===== config.mk =====
export PLATFORM = sky130hd
export DESIGN_NAME = mks_scan_core
export DESIGN_NICKNAME = d
export VERILOG_FILES = /design/src/mks_pkg.sv /design/src/mks_scan_core.sv
export SDC_FILE = /design/constraint.sdc
export NUM_CORES = 1
export LEC_CHECK = 0
export BUFFER_PORTS_ARGS = -buffer_cell sky130_fd_sc_hd__buf_2
export CORE_UTILIZATION = 50
export CTS_CLUSTER_SIZE = 16
export DETAILED_ROUTE_END_ITERATION = 10
export PLACE_DENSITY_LB_ADDON = 0.2
export SYNTH_ARGS = -nofsm -noshare
export SYNTH_HDL_FRONTEND = slang
export SYNTH_SLANG_ARGS = --single-unit
export TNS_END_PERCENT = 20

===== constraint.sdc =====
create_clock -name clk -period 3.1 [get_ports clk]
set_input_delay 0 -clock clk [delete_from_list [all_inputs] [get_ports clk]]
set_output_delay 0 -clock clk [all_outputs]
set_load 0.01 [all_outputs]

===== src/mks_pkg.sv =====
// ----------------------------------------------------------------------------
// mks_pkg
// shared types, constants and the key position table of the keypad scanner
// ----------------------------------------------------------------------------
package mks_pkg;

	localparam int COL_W       = 4;   // column pins on the word
	localparam int COLUMNS     = 4;   // columns wired in the matrix
	localparam int KEY_W       = 5;   // key index and position code
	localparam int ROW_DRIVE_W = 5;   // row drive pins
	localparam int CFG_DATA_W  = 16;  // widest register
	localparam int CFG_IDX_W   = 2;

	localparam int CODE_TABLE_LEN = 20;

	typedef enum logic [CFG_IDX_W-1:0] {
		CFG_KEY_ENABLE        = 2'd0,
		CFG_DEBOUNCE_SWEEPS   = 2'd1,
		CFG_POWER_HOLD_SWEEPS = 2'd2
	} cfg_idx_t;

	typedef struct packed {
		logic                  key_enable;
		logic [CFG_DATA_W-1:0] debounce_sweeps;
		logic [CFG_DATA_W-1:0] power_hold_sweeps;
	} cfg_t;

	typedef struct packed {
		logic [ROW_DRIVE_W-1:0] row_drive;
		logic                   key_event;
		logic [KEY_W-1:0]       key_code;
		logic                   power_event;
	} result_t;

	// matrix index to position code; indexes past the table map to themselves
	function automatic logic [KEY_W-1:0] pos_code(input logic [KEY_W-1:0] idx);
		logic [KEY_W-1:0] code;
		unique case (idx)
			5'd0:    code = 5'd0;
			5'd1:    code = 5'd11;
			5'd2:    code = 5'd6;
			5'd3:    code = 5'd1;
			5'd4:    code = 5'd16;
			5'd5:    code = 5'd5;
			5'd6:    code = 5'd12;
			5'd7:    code = 5'd7;
			5'd8:    code = 5'd2;
			5'd9:    code = 5'd9;
			5'd10:   code = 5'd10;
			5'd11:   code = 5'd13;
			5'd12:   code = 5'd8;
			5'd13:   code = 5'd3;
			5'd14:   code = 5'd17;
			5'd15:   code = 5'd15;
			5'd16:   code = 5'd18;
			5'd17:   code = 5'd14;
			5'd18:   code = 5'd4;
			5'd19:   code = 5'd19;
			default: code = idx;
		endcase
		return code;
	endfunction

endpackage


===== src/mks_scan_core.sv =====
// ----------------------------------------------------------------------------
// mks_scan_core
// scan state, key capture, sweep-end debounce and power hold detection
// ----------------------------------------------------------------------------
module mks_scan_core import mks_pkg::*; #(
	parameter int ROWS       = 5,
	parameter int COUNT_BITS = 16
) (
	input  logic             clk,
	input  logic             arst_n,
	input  cfg_t             cfg,
	input  logic             step,
	input  logic [COL_W-1:0] column_pins,
	input  logic             power_pin,
	output result_t          res
);

	localparam int ROW_W = $clog2(ROWS);
	localparam int CMP_W = (COUNT_BITS > CFG_DATA_W) ? COUNT_BITS : CFG_DATA_W;

	logic [ROW_W-1:0]      scan_row_q, scan_row_d;
	logic [KEY_W-1:0]      sample_key_q, sample_key_d;
	logic                  sample_present_q, sample_present_d;
	logic [KEY_W-1:0]      stable_key_q, stable_key_d;
	logic                  stable_present_q, stable_present_d;
	logic [COUNT_BITS-1:0] match_count_q, match_count_d, match_inc;
	logic                  power_seen_q, power_seen_d;
	logic [COUNT_BITS-1:0] power_count_q, power_count_d, power_inc;

	logic [COL_W-1:0]      active;
	logic                  last_row;
	logic [KEY_W-1:0]      cap_key;

	always_comb begin
		active = ~column_pins;

		// capture on an exactly one-hot press in a wired column
		sample_key_d     = sample_key_q;
		sample_present_d = sample_present_q;
		for (int col = 0; col < COL_W; col++) begin
			if (col < COLUMNS && active == COL_W'(1 << col)) begin
				sample_key_d     = KEY_W'(col * ROWS) + KEY_W'(scan_row_q);
				sample_present_d = 1'b1;
			end
		end
		cap_key = sample_key_d;

		last_row  = (scan_row_q == ROW_W'(ROWS - 1));
		match_inc = (match_count_q == '1) ? match_count_q : match_count_q + 1'b1;
		power_inc = (power_count_q == '1) ? power_count_q : power_count_q + 1'b1;

		stable_key_d     = stable_key_q;
		stable_present_d = stable_present_q;
		match_count_d    = match_count_q;
		power_seen_d     = power_seen_q;
		power_count_d    = power_count_q;

		res.key_event   = 1'b0;
		res.key_code    = '0;
		res.power_event = 1'b0;

		if (last_row) begin
			if (!sample_present_d) begin
				stable_present_d = 1'b0;
				stable_key_d     = '0;
				match_count_d    = '0;
			end else if (stable_present_q && cap_key == stable_key_q) begin
				match_count_d = match_inc;
				if (CMP_W'(match_inc) == CMP_W'(cfg.debounce_sweeps) && cfg.key_enable) begin
					res.key_event = 1'b1;
					res.key_code  = pos_code(cap_key);
				end
			end else begin
				stable_key_d     = cap_key;
				stable_present_d = 1'b1;
				match_count_d    = '0;
			end
			sample_present_d = 1'b0;
			sample_key_d     = '0;

			if (power_pin) begin
				if (power_seen_q) begin
					power_count_d = power_inc;
					if (CMP_W'(power_inc) > CMP_W'(cfg.power_hold_sweeps))
						res.power_event = 1'b1;
				end else begin
					power_seen_d  = 1'b1;
					power_count_d = '0;
				end
			end else begin
				power_seen_d  = 1'b0;
				power_count_d = '0;
			end
		end

		scan_row_d = last_row ? '0 : scan_row_q + 1'b1;
		for (int r = 0; r < ROW_DRIVE_W; r++)
			res.row_drive[r] = (int'(scan_row_d) != r);
	end

	always_ff @(posedge clk or negedge arst_n) begin
		if (!arst_n) begin
			scan_row_q       <= '0;
			sample_key_q     <= '0;
			sample_present_q <= 1'b0;
			stable_key_q     <= '0;
			stable_present_q <= 1'b0;
			match_count_q    <= '0;
			power_seen_q     <= 1'b0;
			power_count_q    <= '0;
		end else if (step) begin
			scan_row_q       <= scan_row_d;
			sample_key_q     <= sample_key_d;
			sample_present_q <= sample_present_d;
			stable_key_q     <= stable_key_d;
			stable_present_q <= stable_present_d;
			match_count_q    <= match_count_d;
			power_seen_q     <= power_seen_d;
			power_count_q    <= power_count_d;
		end
	end

endmodule


==> results.toml <==
[status]
status = "finished, violations left"
violations = "DRC, setup timing"

[yosys]
synth_ff_type = "dfrtp_1"
synth_mux_area_frac = 0.03225
synth-async-reset-ratio = 1.000
synth_simple_gate_area_frac = 0.2644
syn_area_mm2 = 0.004656
synth-compound-area-share = 0.2502
synth_adder_area_share = 0.07202
synth_cells = 604
yosysUniqueCellTypes = 74
yosysSeqAreaShare = 0.2580
synth_top_family_by_area = "simple AND/OR/NAND/NOR gates"
syn_nets = 671
synth-warning-count = 0
syn-mean-instance-area_um2 = 7.708
synth_xor_area_frac = 0.05832
synth-seq-cells = 48
synth_edf_count = 0

[worst_setup_path]
critPathRequiredTime_ns = 3.10
reg2reg_slack_ns = 0.20
critPathArrivalTime_ns = 3.29
crit_family = "simple AND/OR/NAND/NOR gates"
path_class = "register to primary output"
cp_cell_sequence = "ha_4, nand4_4, or4_4, o211ai_1, xnor2_1, nand4b_1, or4_4, or3_4, a2111oi_4, buf_2"
r2r_cells = 12
slowest_stage = "or4_4"
critPathMostFrequentCell = "or4_4"
reg2reg_from = "scan_row_q[0]"
cp_max_fo = 6
critical_path.startpoint_type = "register"
worstPathBufferInverterCount = 1
rr_endpoint = "stable_key_q[1]"
critPathMaxStageDelay_ns = 0.57
endpoint_kind = "primary output"

[floorplan]
die_h_um = 98.50
die-width_um = 98.50
core-area_mm2 = 0.008848
start_util = 0.5262
pin_count = 53
design.die.area_mm2 = 0.009701
rows = 34

[routing]
top_layer = "met4"
wl_um = 13340
antenna_left = 0
wl_per_cell_um = 16.43
vias_per_cell = 6.079
drc = 2
wl_met1_um = 5749
vias = 4936
drtIter0Drc = 292
dr_wl_met3_um = 583
first_pass_iters = 10
routed-wl-met2_um = 6796

[timing]
finClkSkew_ns = 0.01081
finalMaxSlewViolations = 0
min_period_ns = 3.286
rsz0062_at_grt = "true"
finalHoldViolations = 0
finalSetupViolations = 7
maxSlewHeadroom = 0.4683
fin_ws_ns = -0.1859
tightest_slew_ns = 0.7975
fin_hold_ws_ns = 0.07790
fin_crit_sh = 1.060
timing.fmax_ghz = 0.3043

[clock_network]
cts_tree = "yes"
cts_made_buffers = 5
clockBufferDepth = 2
cts_max_level = 2
insertion_delay_ns = 0.30
cts_root_buf = "clkbuf_8"
clock-sinks = 48
path_clk_slew_ns = 0.09

[worst_hold_path]
min_path_cells = 3
hold_start = "step"
hold_path_end = "scan_row_q[2]"
min_path_type = "input pin to register"

[global_routing]
track_usage = 0.2837
antenna_found_initial = 0
grt_pass1_vias = 4842
grt_max_degree = 33
grt_overflow = 0
grt_pass1_wl_um = 22550

[layout]
layout-drive-gt1-share = 0.2855
num-fill-cells = 770
final_cells = 812
final_common_cell = "buf_4"
finish.net_count = 770
n_antenna_cell = 0
layout_common_cells = "buf_4, buf_2, nor2_1, nand2_1, dfrtp_1"
area_delta_synth_final_pct = 24.40

[power_and_ir_drop]
vdd_ir_drop_max_uv = 271.2
leakagePower_nw = 2.620
power_density_mw_per_mm2 = 460.5
p_total_mw = 2.667

[job]
maxCapViolations = 0

[placement]
dp_hpwl_um = 9776
dpl.cell_count = 795
gp_congestion = 0.9823
port-buffer-count = 52
==> registers in the layout, indices dropped and copies added (netlist names) <==
register          cells
match_count_q        16
power_seen_q          1
scan_row_q            3
sample_present_q      1
sample_key_q          5
stable_present_q      1
stable_key_q          5
power_count_q        16
==> timing repair <==
action,CTS,global route
resized for setup,22,35
pin swaps,10,12
setup buffers,2,4
cloned,0,1
endpoints found under the hold margin,32,0
endpoints found under the setup margin,12,17
hold buffers,2,0
==> cells by family after synthesis <==
family	Yosys count
mux	14
flops	48
fa+ha+maj	27
buf+inv	74
xor+xnor	31
simple gates	234
compound gates	176
==> power breakdown <==
part	total (mW)	internal [mW]	switching [mW]	leakage, nW
combinational	1.43	0.634	0.792	1.93
sequential	0.835	0.729	0.106	0.647
clock	0.406	0.181	0.225	0.0434
total	2.67	1.54	1.12	2.62
==> synthesized netlist by cell type (all sizes together) (11+ instances only) <==
cell / instances / area share
nand2: 55 / 0.046
nor2: 52 / 0.042
dfrtp: 48 / 0.26
o21ai: 44 / 0.047
a21oi: 40 / 0.043
inv: 36 / 0.029
ha: 26 / 0.070
clkbuf: 25 / 0.020
nand3: 23 / 0.025
xnor2: 20 / 0.038
nand4: 18 / 0.029
nor3: 15 / 0.017
buf: 13 / 0.015
a31oi: 12 / 0.016
nor2b: 12 / 0.016
a22o: 11 / 0.021
xor2: 11 / 0.021
==> how the worst max path moves through the flow <==
stage                           startpoint     end  slack (ns)  cells after the start
after global routing      match_count_q[6]  res[2]       -0.36                     11
after CTS                 match_count_q[1]  res[2]       -0.21                     10
after detailed placement  match_count_q[1]  res[2]       -0.06                     10
after floorplan           match_count_q[1]  res[4]        0.03                     12
after global placement    match_count_q[1]  res[2]        0.04                     10
final                     match_count_q[0]  res[2]       -0.19                     10
==> per-layer routing <==
metal,track usage,vias to the layer above
li1,-,2394
met4,0.06085,0
met5,0,-
met1,0.3615,2393
met3,0.02979,20
met2,0.5195,129
==> layout make-up <==
class / instances / area [um^2] / share of cell area
Inverter: 36 / 135.1 / 0.02333
Multi-Input combinational cell: 482 / 3359 / 0.5800
Sequential cell: 48 / 1205 / 0.2080
Tap cell: 108 / 135.1 / 0.02333
Clock buffer: 6 / 82.58 / 0.01426
Timing Repair Buffer: 130 / 859.6 / 0.1484
Clock inverter: 2 / 15.01 / 0.002592
==> worst min-delay path, stage by stage <==
cell       delay [ns]
buf_2            0.19
nand2_1          0.10
a2bb2oi_1        0.05
==> per-stage QoR <==
step                cell area [um^2]    util  worst slack (ns)  TNS [ns]
finish                          5792  0.6546           -0.1859   -0.6981
global route                    5792  0.6546           -0.3610    -1.739
CTS                             5613  0.6343           -0.2091   -0.8270
detailed placement              5405  0.6109          -0.05662  -0.05929
global placement                5405  0.6109           0.04289         0
floorplan                       4658       -           0.02913         0
(Power assumes the default switching activity.)
