`config.mk`:
```
export PLATFORM = sky130hd
export DESIGN_NAME = mks_cfg_regs
export DESIGN_NICKNAME = d
export VERILOG_FILES = /design/src/mks_pkg.sv /design/src/mks_cfg_regs.sv
export SDC_FILE = /design/constraint.sdc
export NUM_CORES = 1
export LEC_CHECK = 0
export BUFFER_PORTS_ARGS = -buffer_cell sky130_fd_sc_hd__buf_2
export CORE_MARGIN = 4
export CORE_UTILIZATION = 30
export CTS_BUF_LIST = sky130_fd_sc_hd__clkbuf_4
export DETAILED_ROUTE_END_ITERATION = 10
export HOLD_SLACK_MARGIN = 0.1
export PLACE_DENSITY = 0.64
export SLEW_MARGIN = 10
export SYNTH_ARGS = -nofsm -noshare
export SYNTH_HDL_FRONTEND = slang
export SYNTH_SLANG_ARGS = --single-unit
```
`constraint.sdc`:
```
create_clock -name clk -period 1.55 [get_ports clk]
set_input_delay 0.155 -clock clk [delete_from_list [all_inputs] [get_ports clk]]
set_output_delay 0.155 -clock clk [all_outputs]
set_load 0.02 [all_outputs]
```
`src/mks_pkg.sv`:
```
// ----------------------------------------------------------------------------
// mks_pkg
// shared types, constants and the key position table of the keypad scanner
// ----------------------------------------------------------------------------
package mks_pkg;

	localparam int COL_W       = 4;   // column pins on the word
	localparam int COLUMNS     = 4;   // columns wired in the matrix
	localparam int KEY_W       = 5;   // key index and position code
	localparam int ROW_DRIVE_W = 5;   // row drive pins
	localparam int CFG_DATA_W  = 16;  // widest register
	localparam int CFG_IDX_W   = 2;

	localparam int CODE_TABLE_LEN = 20;

	typedef enum logic [CFG_IDX_W-1:0] {
		CFG_KEY_ENABLE        = 2'd0,
		CFG_DEBOUNCE_SWEEPS   = 2'd1,
		CFG_POWER_HOLD_SWEEPS = 2'd2
	} cfg_idx_t;

	typedef struct packed {
		logic                  key_enable;
		logic [CFG_DATA_W-1:0] debounce_sweeps;
		logic [CFG_DATA_W-1:0] power_hold_sweeps;
	} cfg_t;

	typedef struct packed {
		logic [ROW_DRIVE_W-1:0] row_drive;
		logic                   key_event;
		logic [KEY_W-1:0]       key_code;
		logic                   power_event;
	} result_t;

	// matrix index to position code; indexes past the table map to themselves
	function automatic logic [KEY_W-1:0] pos_code(input logic [KEY_W-1:0] idx);
		logic [KEY_W-1:0] code;
		unique case (idx)
			5'd0:    code = 5'd0;
			5'd1:    code = 5'd11;
			5'd2:    code = 5'd6;
			5'd3:    code = 5'd1;
			5'd4:    code = 5'd16;
			5'd5:    code = 5'd5;
			5'd6:    code = 5'd12;
			5'd7:    code = 5'd7;
			5'd8:    code = 5'd2;
			5'd9:    code = 5'd9;
			5'd10:   code = 5'd10;
			5'd11:   code = 5'd13;
			5'd12:   code = 5'd8;
			5'd13:   code = 5'd3;
			5'd14:   code = 5'd17;
			5'd15:   code = 5'd15;
			5'd16:   code = 5'd18;
			5'd17:   code = 5'd14;
			5'd18:   code = 5'd4;
			5'd19:   code = 5'd19;
			default: code = idx;
		endcase
		return code;
	endfunction

endpackage

```
`src/mks_cfg_regs.sv`:
```
// ----------------------------------------------------------------------------
// mks_cfg_regs
// configuration registers written through a plain write port
// ----------------------------------------------------------------------------
module mks_cfg_regs import mks_pkg::*; (
	input  logic                  clk,
	input  logic                  arst_n,
	input  logic                  cfg_write,
	input  logic [CFG_IDX_W-1:0]  cfg_index,
	input  logic [CFG_DATA_W-1:0] cfg_data,
	output cfg_t                  cfg
);

	cfg_t cfg_q;

	always_ff @(posedge clk or negedge arst_n) begin
		if (!arst_n) begin
			cfg_q.key_enable        <= 1'b1;
			cfg_q.debounce_sweeps   <= CFG_DATA_W'(8);
			cfg_q.power_hold_sweeps <= CFG_DATA_W'(200);
		end else if (cfg_write) begin
			unique case (cfg_index)
				CFG_KEY_ENABLE:        cfg_q.key_enable        <= cfg_data[0];
				CFG_DEBOUNCE_SWEEPS:   cfg_q.debounce_sweeps   <= cfg_data;
				CFG_POWER_HOLD_SWEEPS: cfg_q.power_hold_sweeps <= cfg_data;
				default: ;  // unmapped index, dropped
			endcase
		end
	end

	assign cfg = cfg_q;

endmodule

```
==> results of run 1 <==
## cells in the mapped netlist, drive strengths merged
cell type | number | area (µm²)
mux2 | 33 | 447
dfrtp | 28 | 701
dfstp | 5 | 131
buf | 2 | 22.5
nand3b | 2 | 40.0
nor3b | 1 | 7.51
## repair_timing
item,CTS,global route
setup buffers,0,0
hold buffers,17,0
endpoints found under the hold margin,61,0
## per-layer routing
metal | routed length [µm] | GRT usage (%) | share of wire [%] | vias up
met4 | 93 | 8.30 | 3.2 | 0
met2 | 1520 | 17.1 | 52 | 27
met1 | 1140 | 12.8 | 39 | 440
met3 | 150 | 2.27 | 5.2 | 9
met5 | 0 | 0 | 0 | -
li1 | - | - | - | 397
## area by class of cell
class                   count  area share (%)
clock buffers               6            2.40
clock inverters             1           0.200
multi-input cells          36            26.4
flip-flops and latches     33            44.4
well taps                  52            3.47
repair buffers             70            23.2
## per-stage QoR
stage	hold WS [ns]	util [%]	area, µm²	power (W)
finish	0.261	43.1	1880	0.00228
global route	0.257	43.1	1880	0.00241
CTS	0.242	43.1	1880	0.00232
detailed placement	0.255	38.0	1660	0.00184
global placement	0.228	38.0	1660	0.00182
floorplan	-0.141	-	1350	0.00158
## final timing paths
| path | cells past startpoint | slack, ns | startpoint | end |
|---|---|---|---|---|
| worst max-delay path | 1 | 0.38 | cfg[19]$_DFFE_PN1P_ | cfg[19] |
| worst min-delay path | 3 | 0.26 | cfg_index[0] | cfg[32]$_DFFE_PN1P_ |
| worst max register to register | 1 | 0.78 | cfg[10]$_DFFE_PN0P_ | cfg[10]$_DFFE_PN0P_ |
| worst min register to register | 1 | 0.50 | cfg[25]$_DFFE_PN0P_ | cfg[25]$_DFFE_PN0P_ |
| max in group asynchronous | 2 | 0.66 | arst_n | cfg[29]$_DFFE_PN0P_ |
| min in group asynchronous | 2 | 0.43 | arst_n | cfg[15]$_DFFE_PN0P_ |
## power by group
part	total [W]	switching [W]	internal (W)
clock network	0.000430	0.000247	0.000182
registers	0.00113	0.0000880	0.00104
logic	0.000717	0.000373	0.000344
## cells by family (layout without fill, tap and decap cells)
group / after synthesis / in the layout / synth area share (%)
buffers and inverters: 2 / 77 / 1.67
muxes: 33 / 33 / 33.1
DFF: 33 / 33 / 61.7
and+or+nand+nor: 3 / 3 / 3.53
==> reports/metrics.cfg, run 1 <==
[layout]
final_cell_mix=buf_2, dfrtp_1, mux2_4
register_area_um2=832
largest_register_ff_count=33
drive_above_1_share_pct=67.8
multiInputGateArea_um2=494
n_antenna_cell=0
area_growth_syn_to_layout_pct=39.1
nets=167
layout_commonest_cell=buf_2
finalNonFillerCells=198
fillCellCount=403

[setup_path]
start_kind=flip-flop
slowest_stage=dfstp_2
cp.buffers_inverters=1
cp_max_fo=2
cp_top_family=flip-flops
crit_chain=buf_2
arrival_ns=1.01
worstPathRequired_ns=1.39
cp-end-kind=output port
slowest_delay_ns=0.54
critPathKind=flip-flop to output port

[power]
leakage_nw=0.970
irDropWorstVdd_mv=0.376
cellPowerDensity_nw_per_um2=1210

[clock_tree]
cts_sinks=33
root_buffer=clkbuf_4
cts_resized=0
clkLatencyLatePin_ns=0.31
clockBufferDepth=2
cts_made_buffers=5
cts.clk_slew.worst_paths_ns=0.09
cts_tree=built
htree_num_levels=2

[grt]
grt_max_degree=34
gr-total-overflow=0
grt_pass1_vias=935
antenna_found_initial=0
grt_pass1_wl_um=4510
grt_usage_pct=10.8

[yosys]
syn_inst=71
synth-seq-cells=33
yosysWarnings=0
synth_seq_area_share_pct=61.7
synth.avg_cell_area_um2=19.0
synth_cell_types=7
syn_nets=92
synth_area_um2=1350

[route]
drt-total-wl_um=2900
drc=0
dr.pass1.iters=3
wl_per_cell_um=14.7
via_count=873
drt_iter0_drc=63
ant_nets=0
vias_per_cell=4.41

[die]
row_count=24
coreArea_um2=4350
dieHeight_um=75.1
dieArea_um2=5630
io_pins=54
initial_utilization_pct=31.0
fp.dieW_um=75.1

[sta]
finClkSkew_ns=0
period_minus_slack_ns=1.17
finalSetupViolCount=0
report.final.slew_viol_count=0
worstMarginPinSlew_ns=0.720
timing.final.ws_setup_ns=0.380
slew_headroom_pct=52.0
fin_setup_tns_ns=0
rsz0062_at_grt=false
max_clock_freq_mhz=855
fin_crit_sh_pct=75.5
hold_viol=0

[placed_design]
pre_cts_ws_ns=0.392
gp_congestion=0.687
port_buffers=53
dp_cells=174
hpwl_um=2110

[run]
drv_cap=0

[worst_hold_path]
hold_path_class=input port to flip-flop

[status]
outcome=finished, final reports clean

(Power assumes the default switching activity.)
==> run 2, diff against run 1 <==
Settings changed: ABC_AREA from default to 1, PLACE_DENSITY 0.64 to 0.62.
Clock period 1.55 ns to 1.18 ns, I/O delays scaled along.
==> run 2 against run 1 <==
  * Wire length is 41% higher
  * Sequential power is 30% higher
  * First-iteration DRC count is 21% lower
  * Via count is 54% higher
  * Hold slack worse by 0.11 ns
  * Sequential share of layout area is 7.0 points lower
  * Register-to-register slack worse by 0.43 ns
  * Critical path type unchanged
  * Synthesized cell count is 110% higher
  * Design area is 19% higher
  * Non-clock buffer count is 9 higher
  * Clock-buffer cell count stayed put
==> reports/metrics.cfg, run 2 <==
[sta]
rsz0062_at_grt=false
finClkSkew_ns=0
period_minus_slack_ns=1.13
slew_headroom_pct=74.1
fin_setup_tns_ns=0
report.final.slew_viol_count=0
max_clock_freq_mhz=882
timing.final.ws_setup_ns=0.0463
fin_crit_sh_pct=96.1
hold_ws_ns=0.150
worstMarginPinSlew_ns=0.388
finalSetupViolCount=0
hold_viol=0

[clock_tree]
clockBufferDepth=2
clkLatencyLatePin_ns=0.33
htree_num_levels=2
cts_sinks=33
cts_made_buffers=5
root_buffer=clkbuf_4
cts.clk_slew.worst_paths_ns=0.10
cts_tree=built

[power]
p_total_w=0.00307
power.internal_w=0.00198
irDropWorstVdd_mv=0.570
leakage_nw=1.13
p_seq_share_pct=48.0
p_clk_share_pct=20.5
cellPowerDensity_nw_per_um2=1380
p_sw_w=0.00109
pwr-share-comb_pct=31.5
swShare_pct=35.6

[layout]
area_growth_syn_to_layout_pct=34.1
largest_register_ff_count=33
drive_above_1_share_pct=52.9
design_area_um2=2220
layout_commonest_cell=buf_2
nets=245
n_antenna_cell=0
final_cell_mix=buf_2, nand4_1, dfrtp_1

[setup_path]
cp.buffers_inverters=1
cp-end-kind=output port
slowest_delay_ns=0.55
worstPathRequired_ns=1.06
start_kind=flip-flop
crit_chain=buf_4
critPathKind=flip-flop to output port
arrival_ns=1.02
slowest_stage=dfstp_2
cp_top_family=flip-flops
cp_max_fo=2

[yosys]
synth-seq-cells=33
yosysWarnings=0
synth_cell_types=13
yosysMostFrequentCell=nand4_1
synth_commonest_cells=nand4_1, dfrtp_1, nand2_1
syn_inst=150
async_reset_ff_share_pct=100
synth-edff-count=0
yosysTopAreaCellShare_pct=42.2
synth_largest_area_cell=dfrtp_1
synth_area_um2=1660
synth_seq_area_share_pct=50.2
synth.avg_cell_area_um2=11.1
synth_area_leaders=dfrtp_1, nand2_4, nand4_1, dfstp_2, nand2_2
syn_nets=171
synthFlopType=dfrtp_1

[worst_hold_path]
hold_path_class=input port to flip-flop

[status]
outcome=finished, final reports clean

[die]
dieHeight_um=82.4
initial_utilization_pct=31.7
fp.dieW_um=82.4
io_pins=54
coreArea_um2=5240
dieArea_um2=6780
row_count=26

[grt]
antenna_found_initial=0
gr-total-overflow=0
grt_pass1_vias=1351
grt_max_degree=20
grt_pass1_wl_um=6590
grt_usage_pct=13.0

[route]
via_count=1342
ant_nets=0
drc=0
wl_per_cell_um=13.9
drt-total-wl_um=4090
vias_per_cell=4.55
dr.pass1.iters=4
drt_iter0_drc=50

[placed_design]
pre_cts_ws_ns=0.0678
placed_area_um2=1960
gp_congestion=0.771
hpwl_um=3070
port_buffers=53

[run]
drv_cap=0

-- run 2: changes by cell type after synthesis, moves of 7 or more --
cell	change
buf_2	+7
mux2_2	-13
mux2_4	-20
nand2_1	+27
nand2_2	+20
nand2_4	+20
nand4_1	+32
-- run 2: logic make-up after synthesis --
group / Yosys count / share of synthesized area [%]
buf+inv: 14 / 7.92
simple gates: 103 / 41.9
flops: 33 / 50.2
-- run 2: worst paths after layout --
kind	end	slack, ns	depth (start not counted)	from
min in group asynchronous	cfg[31]$_DFFE_PN0P_	0.22	2	arst_n
worst max-delay path	cfg[6]	0.05	1	cfg[6]$_DFFE_PN1P_
worst min-delay path	cfg[6]$_DFFE_PN1P_	0.15	3	cfg_index[1]
max in group asynchronous	cfg[32]$_DFFE_PN1P_	0.46	3	arst_n
worst min register to register	cfg[28]$_DFFE_PN0P_	0.48	2	cfg[28]$_DFFE_PN0P_
worst max register to register	cfg[7]$_DFFE_PN1P_	0.35	3	cfg[7]$_DFFE_PN1P_
-- run 2: per-layer routing --
layer | GRT usage [%] | vias to the layer above | wire (µm)
li1 | - | 660 | -
met1 | 17.5 | 630 | 1850
met2 | 18.5 | 42 | 1820
met3 | 5.10 | 10 | 313
met4 | 5.15 | 0 | 96
met5 | 0 | - | 0
-- run 2: layout make-up --
cell class                 instances  area [µm²]
fill                             529        3010
sequential                        33         832
multi-input combinational        103         696
timing repair buffer              79         532
tap                               70        87.6
clock buffer                       6        45.0
inverter                           2        22.5
clock inverter                     2        10.0
-- run 2: timing repair --
item                       4_1_cts  5_1_grt
setup buffers                    0        3
setup endpoints to repair        3        5
hold endpoints to repair        62        0
pin swaps                        0        0
gates cloned                     0        0
resized for setup                4        2
hold buffers                    17        0
-- run 2: power by group through the flow --
stage	Clock, W	Combinational, W	Sequential [W]
after floorplan	0	0.000347	0.00173
after global placement	0	0.000878	0.00150
after detailed placement	0	0.000885	0.00150
after CTS	0.000659	0.000943	0.00149
after global routing	0.000710	0.00106	0.00150
final	0.000630	0.000966	0.00147
-- run 2: stage by stage --
step / std cells / utilization (%)
after CTS: 292 / 41.9
after floorplan: 150 / -
after global routing: 295 / 42.5
final: 295 / 42.5
after global placement: 267 / 37.4
after detailed placement: 267 / 37.4
-- run 2: worst register-to-register path, cell delays in order, from the launching register on --
cell and delay [ns]:
dfstp_2 0.55, buf_4 0.12, nand2_4 0.04, nand2_2 0.06
==> run 3, diff against run 2 <==
Clock period 1.18 ns to 1.4 ns, I/O delays scaled along.
==> run 3 against run 2 <==
  * Critical path depth unchanged
  * Hold slack better by 0.032 ns
  * Die area unchanged
  * Largest power group unchanged
  * Design area down 2.8%
  * Clock-buffer cell count up 2
  * First-iteration DRC count up 20%
  * Clock power down 12%
  * Global-route usage down 0.26 points
  * Flip-flop and latch count unchanged
==> reports/metrics.cfg, run 3 (same netlist as run 2, synthesis figures left out) <==
[power]
power.internal_w=0.00167
p_seq_share_pct=48.8
pwr-share-comb_pct=29.5
leakage_nw=1.09
p_sw_w=0.000888
p_clk_share_pct=21.6
swShare_pct=34.7
cellPowerDensity_nw_per_um2=1180
irDropWorstVdd_mv=0.443

[placed_design]
gp_congestion=0.773
hpwl_um=2830
port_buffers=53
pre_cts_ws_ns=0.250
placed_area_um2=1930

[status]
outcome=finished, final reports clean

[grt]
grt_usage_pct=12.7
grt_pass1_vias=1270
gr-total-overflow=0
grt_pass1_wl_um=6400
grt_max_degree=34
antenna_found_initial=0

[sta]
slew_headroom_pct=72.1
worstMarginPinSlew_ns=0.418
fin_setup_tns_ns=0
rsz0062_at_grt=false
max_clock_freq_mhz=828
finalSetupViolCount=0
report.final.slew_viol_count=0
timing.final.ws_setup_ns=0.192
fin_crit_sh_pct=86.3
period_minus_slack_ns=1.21
finClkSkew_ns=0
hold_viol=0

[clock_tree]
postCtsSetupRepairBufs=0
cts.clk_slew.worst_paths_ns=0.09
htree_num_levels=2
cts_made_buffers=5
clockBufferDepth=2
cts_tree=built
ctsHoldBuffers=16
cts_sinks=33
clkLatencyLatePin_ns=0.33
root_buffer=clkbuf_4
cts_resized=0

[setup_path]
reg2reg_setup_slack_ns=0.68
worstPathRequired_ns=1.26
cp_max_fo=2
cp-end-kind=output port
arrival_ns=1.07
slowest_delay_ns=0.57
start_kind=flip-flop
critPathKind=flip-flop to output port
crit_chain=buf_2
slowest_stage=dfstp_2
cp.buffers_inverters=1
cp_top_family=flip-flops

[die]
dieHeight_um=82.4
initial_utilization_pct=31.7
row_count=26
fp.dieW_um=82.4
coreArea_um2=5240
io_pins=54
dieArea_um2=6780

[layout]
final_cell_mix=buf_2, nand4_1, dfrtp_1
nets=240
n_antenna_cell=0
area_growth_syn_to_layout_pct=30.4
largest_register_ff_count=33
layout_commonest_cell=buf_2
design_area_um2=2160
drive_above_1_share_pct=51.8

[worst_hold_path]
hold_path_class=input port to flip-flop

[route]
wl_per_cell_um=13.5
ant_nets=0
drc=0
drt-total-wl_um=3920
dr.pass1.iters=4
drt_iter0_drc=60
via_count=1312
vias_per_cell=4.52

[run]
drv_cap=0

-- run 3: cell count changes in the layout (fill, tap and decap cells not counted), sizes merged --
cell    before  now
buf         62   57
clkbuf       6    8
clkinv       2    0
-- run 3: through the flow --
stage	total power [W]	hold WS, ns	std cells	util [%]
finish	0.00256	0.182	290	41.3
detailed placement	0.00200	0.194	265	36.9
floorplan	0.00175	-0.156	150	-
CTS	0.00262	0.102	289	41.1
global placement	0.00200	0.186	265	36.9
global route	0.00273	0.178	290	41.3
-- run 3: worst paths after layout --
| kind | from | endpoint | cells past startpoint |
|---|---|---|---|
| max | cfg[7]$_DFFE_PN1P_ | cfg[7] | 1 |
| min reg2reg | cfg[32]$_DFFE_PN1P_ | cfg[32]$_DFFE_PN1P_ | 2 |
| min | cfg_write | cfg[7]$_DFFE_PN1P_ | 3 |
| max in group asynchronous | arst_n | cfg[7]$_DFFE_PN1P_ | 3 |
| min in group asynchronous | arst_n | cfg[1]$_DFFE_PN0P_ | 3 |
| max reg2reg | cfg[6]$_DFFE_PN1P_ | cfg[6]$_DFFE_PN1P_ | 2 |
-- run 3: layer usage --
metal,global-route usage (%),vias up,wire length (µm)
met2,18.1,33,1800
met3,4.99,7,324
met1,17.2,619,1730
met5,0,-,0
met4,4.98,0,63
li1,-,653,-
-- run 3: area by class of cell --
type	count	area, µm²
Fill cell	526	3070
Sequential cell	33	832
Multi-Input combinational cell	103	696
Timing Repair Buffer	74	465
Tap cell	70	87.6
Clock buffer	8	60.1
Inverter	2	22.5
-- run 3: power by group through the flow --
stage                     clock, W  sequential [W]  combinational (W)
after floorplan                  0         0.00146           0.000292
after global placement           0         0.00128           0.000726
after detailed placement         0         0.00127           0.000732
after CTS                 0.000591         0.00126           0.000769
after global routing      0.000630         0.00127           0.000829
final                     0.000554         0.00125           0.000757
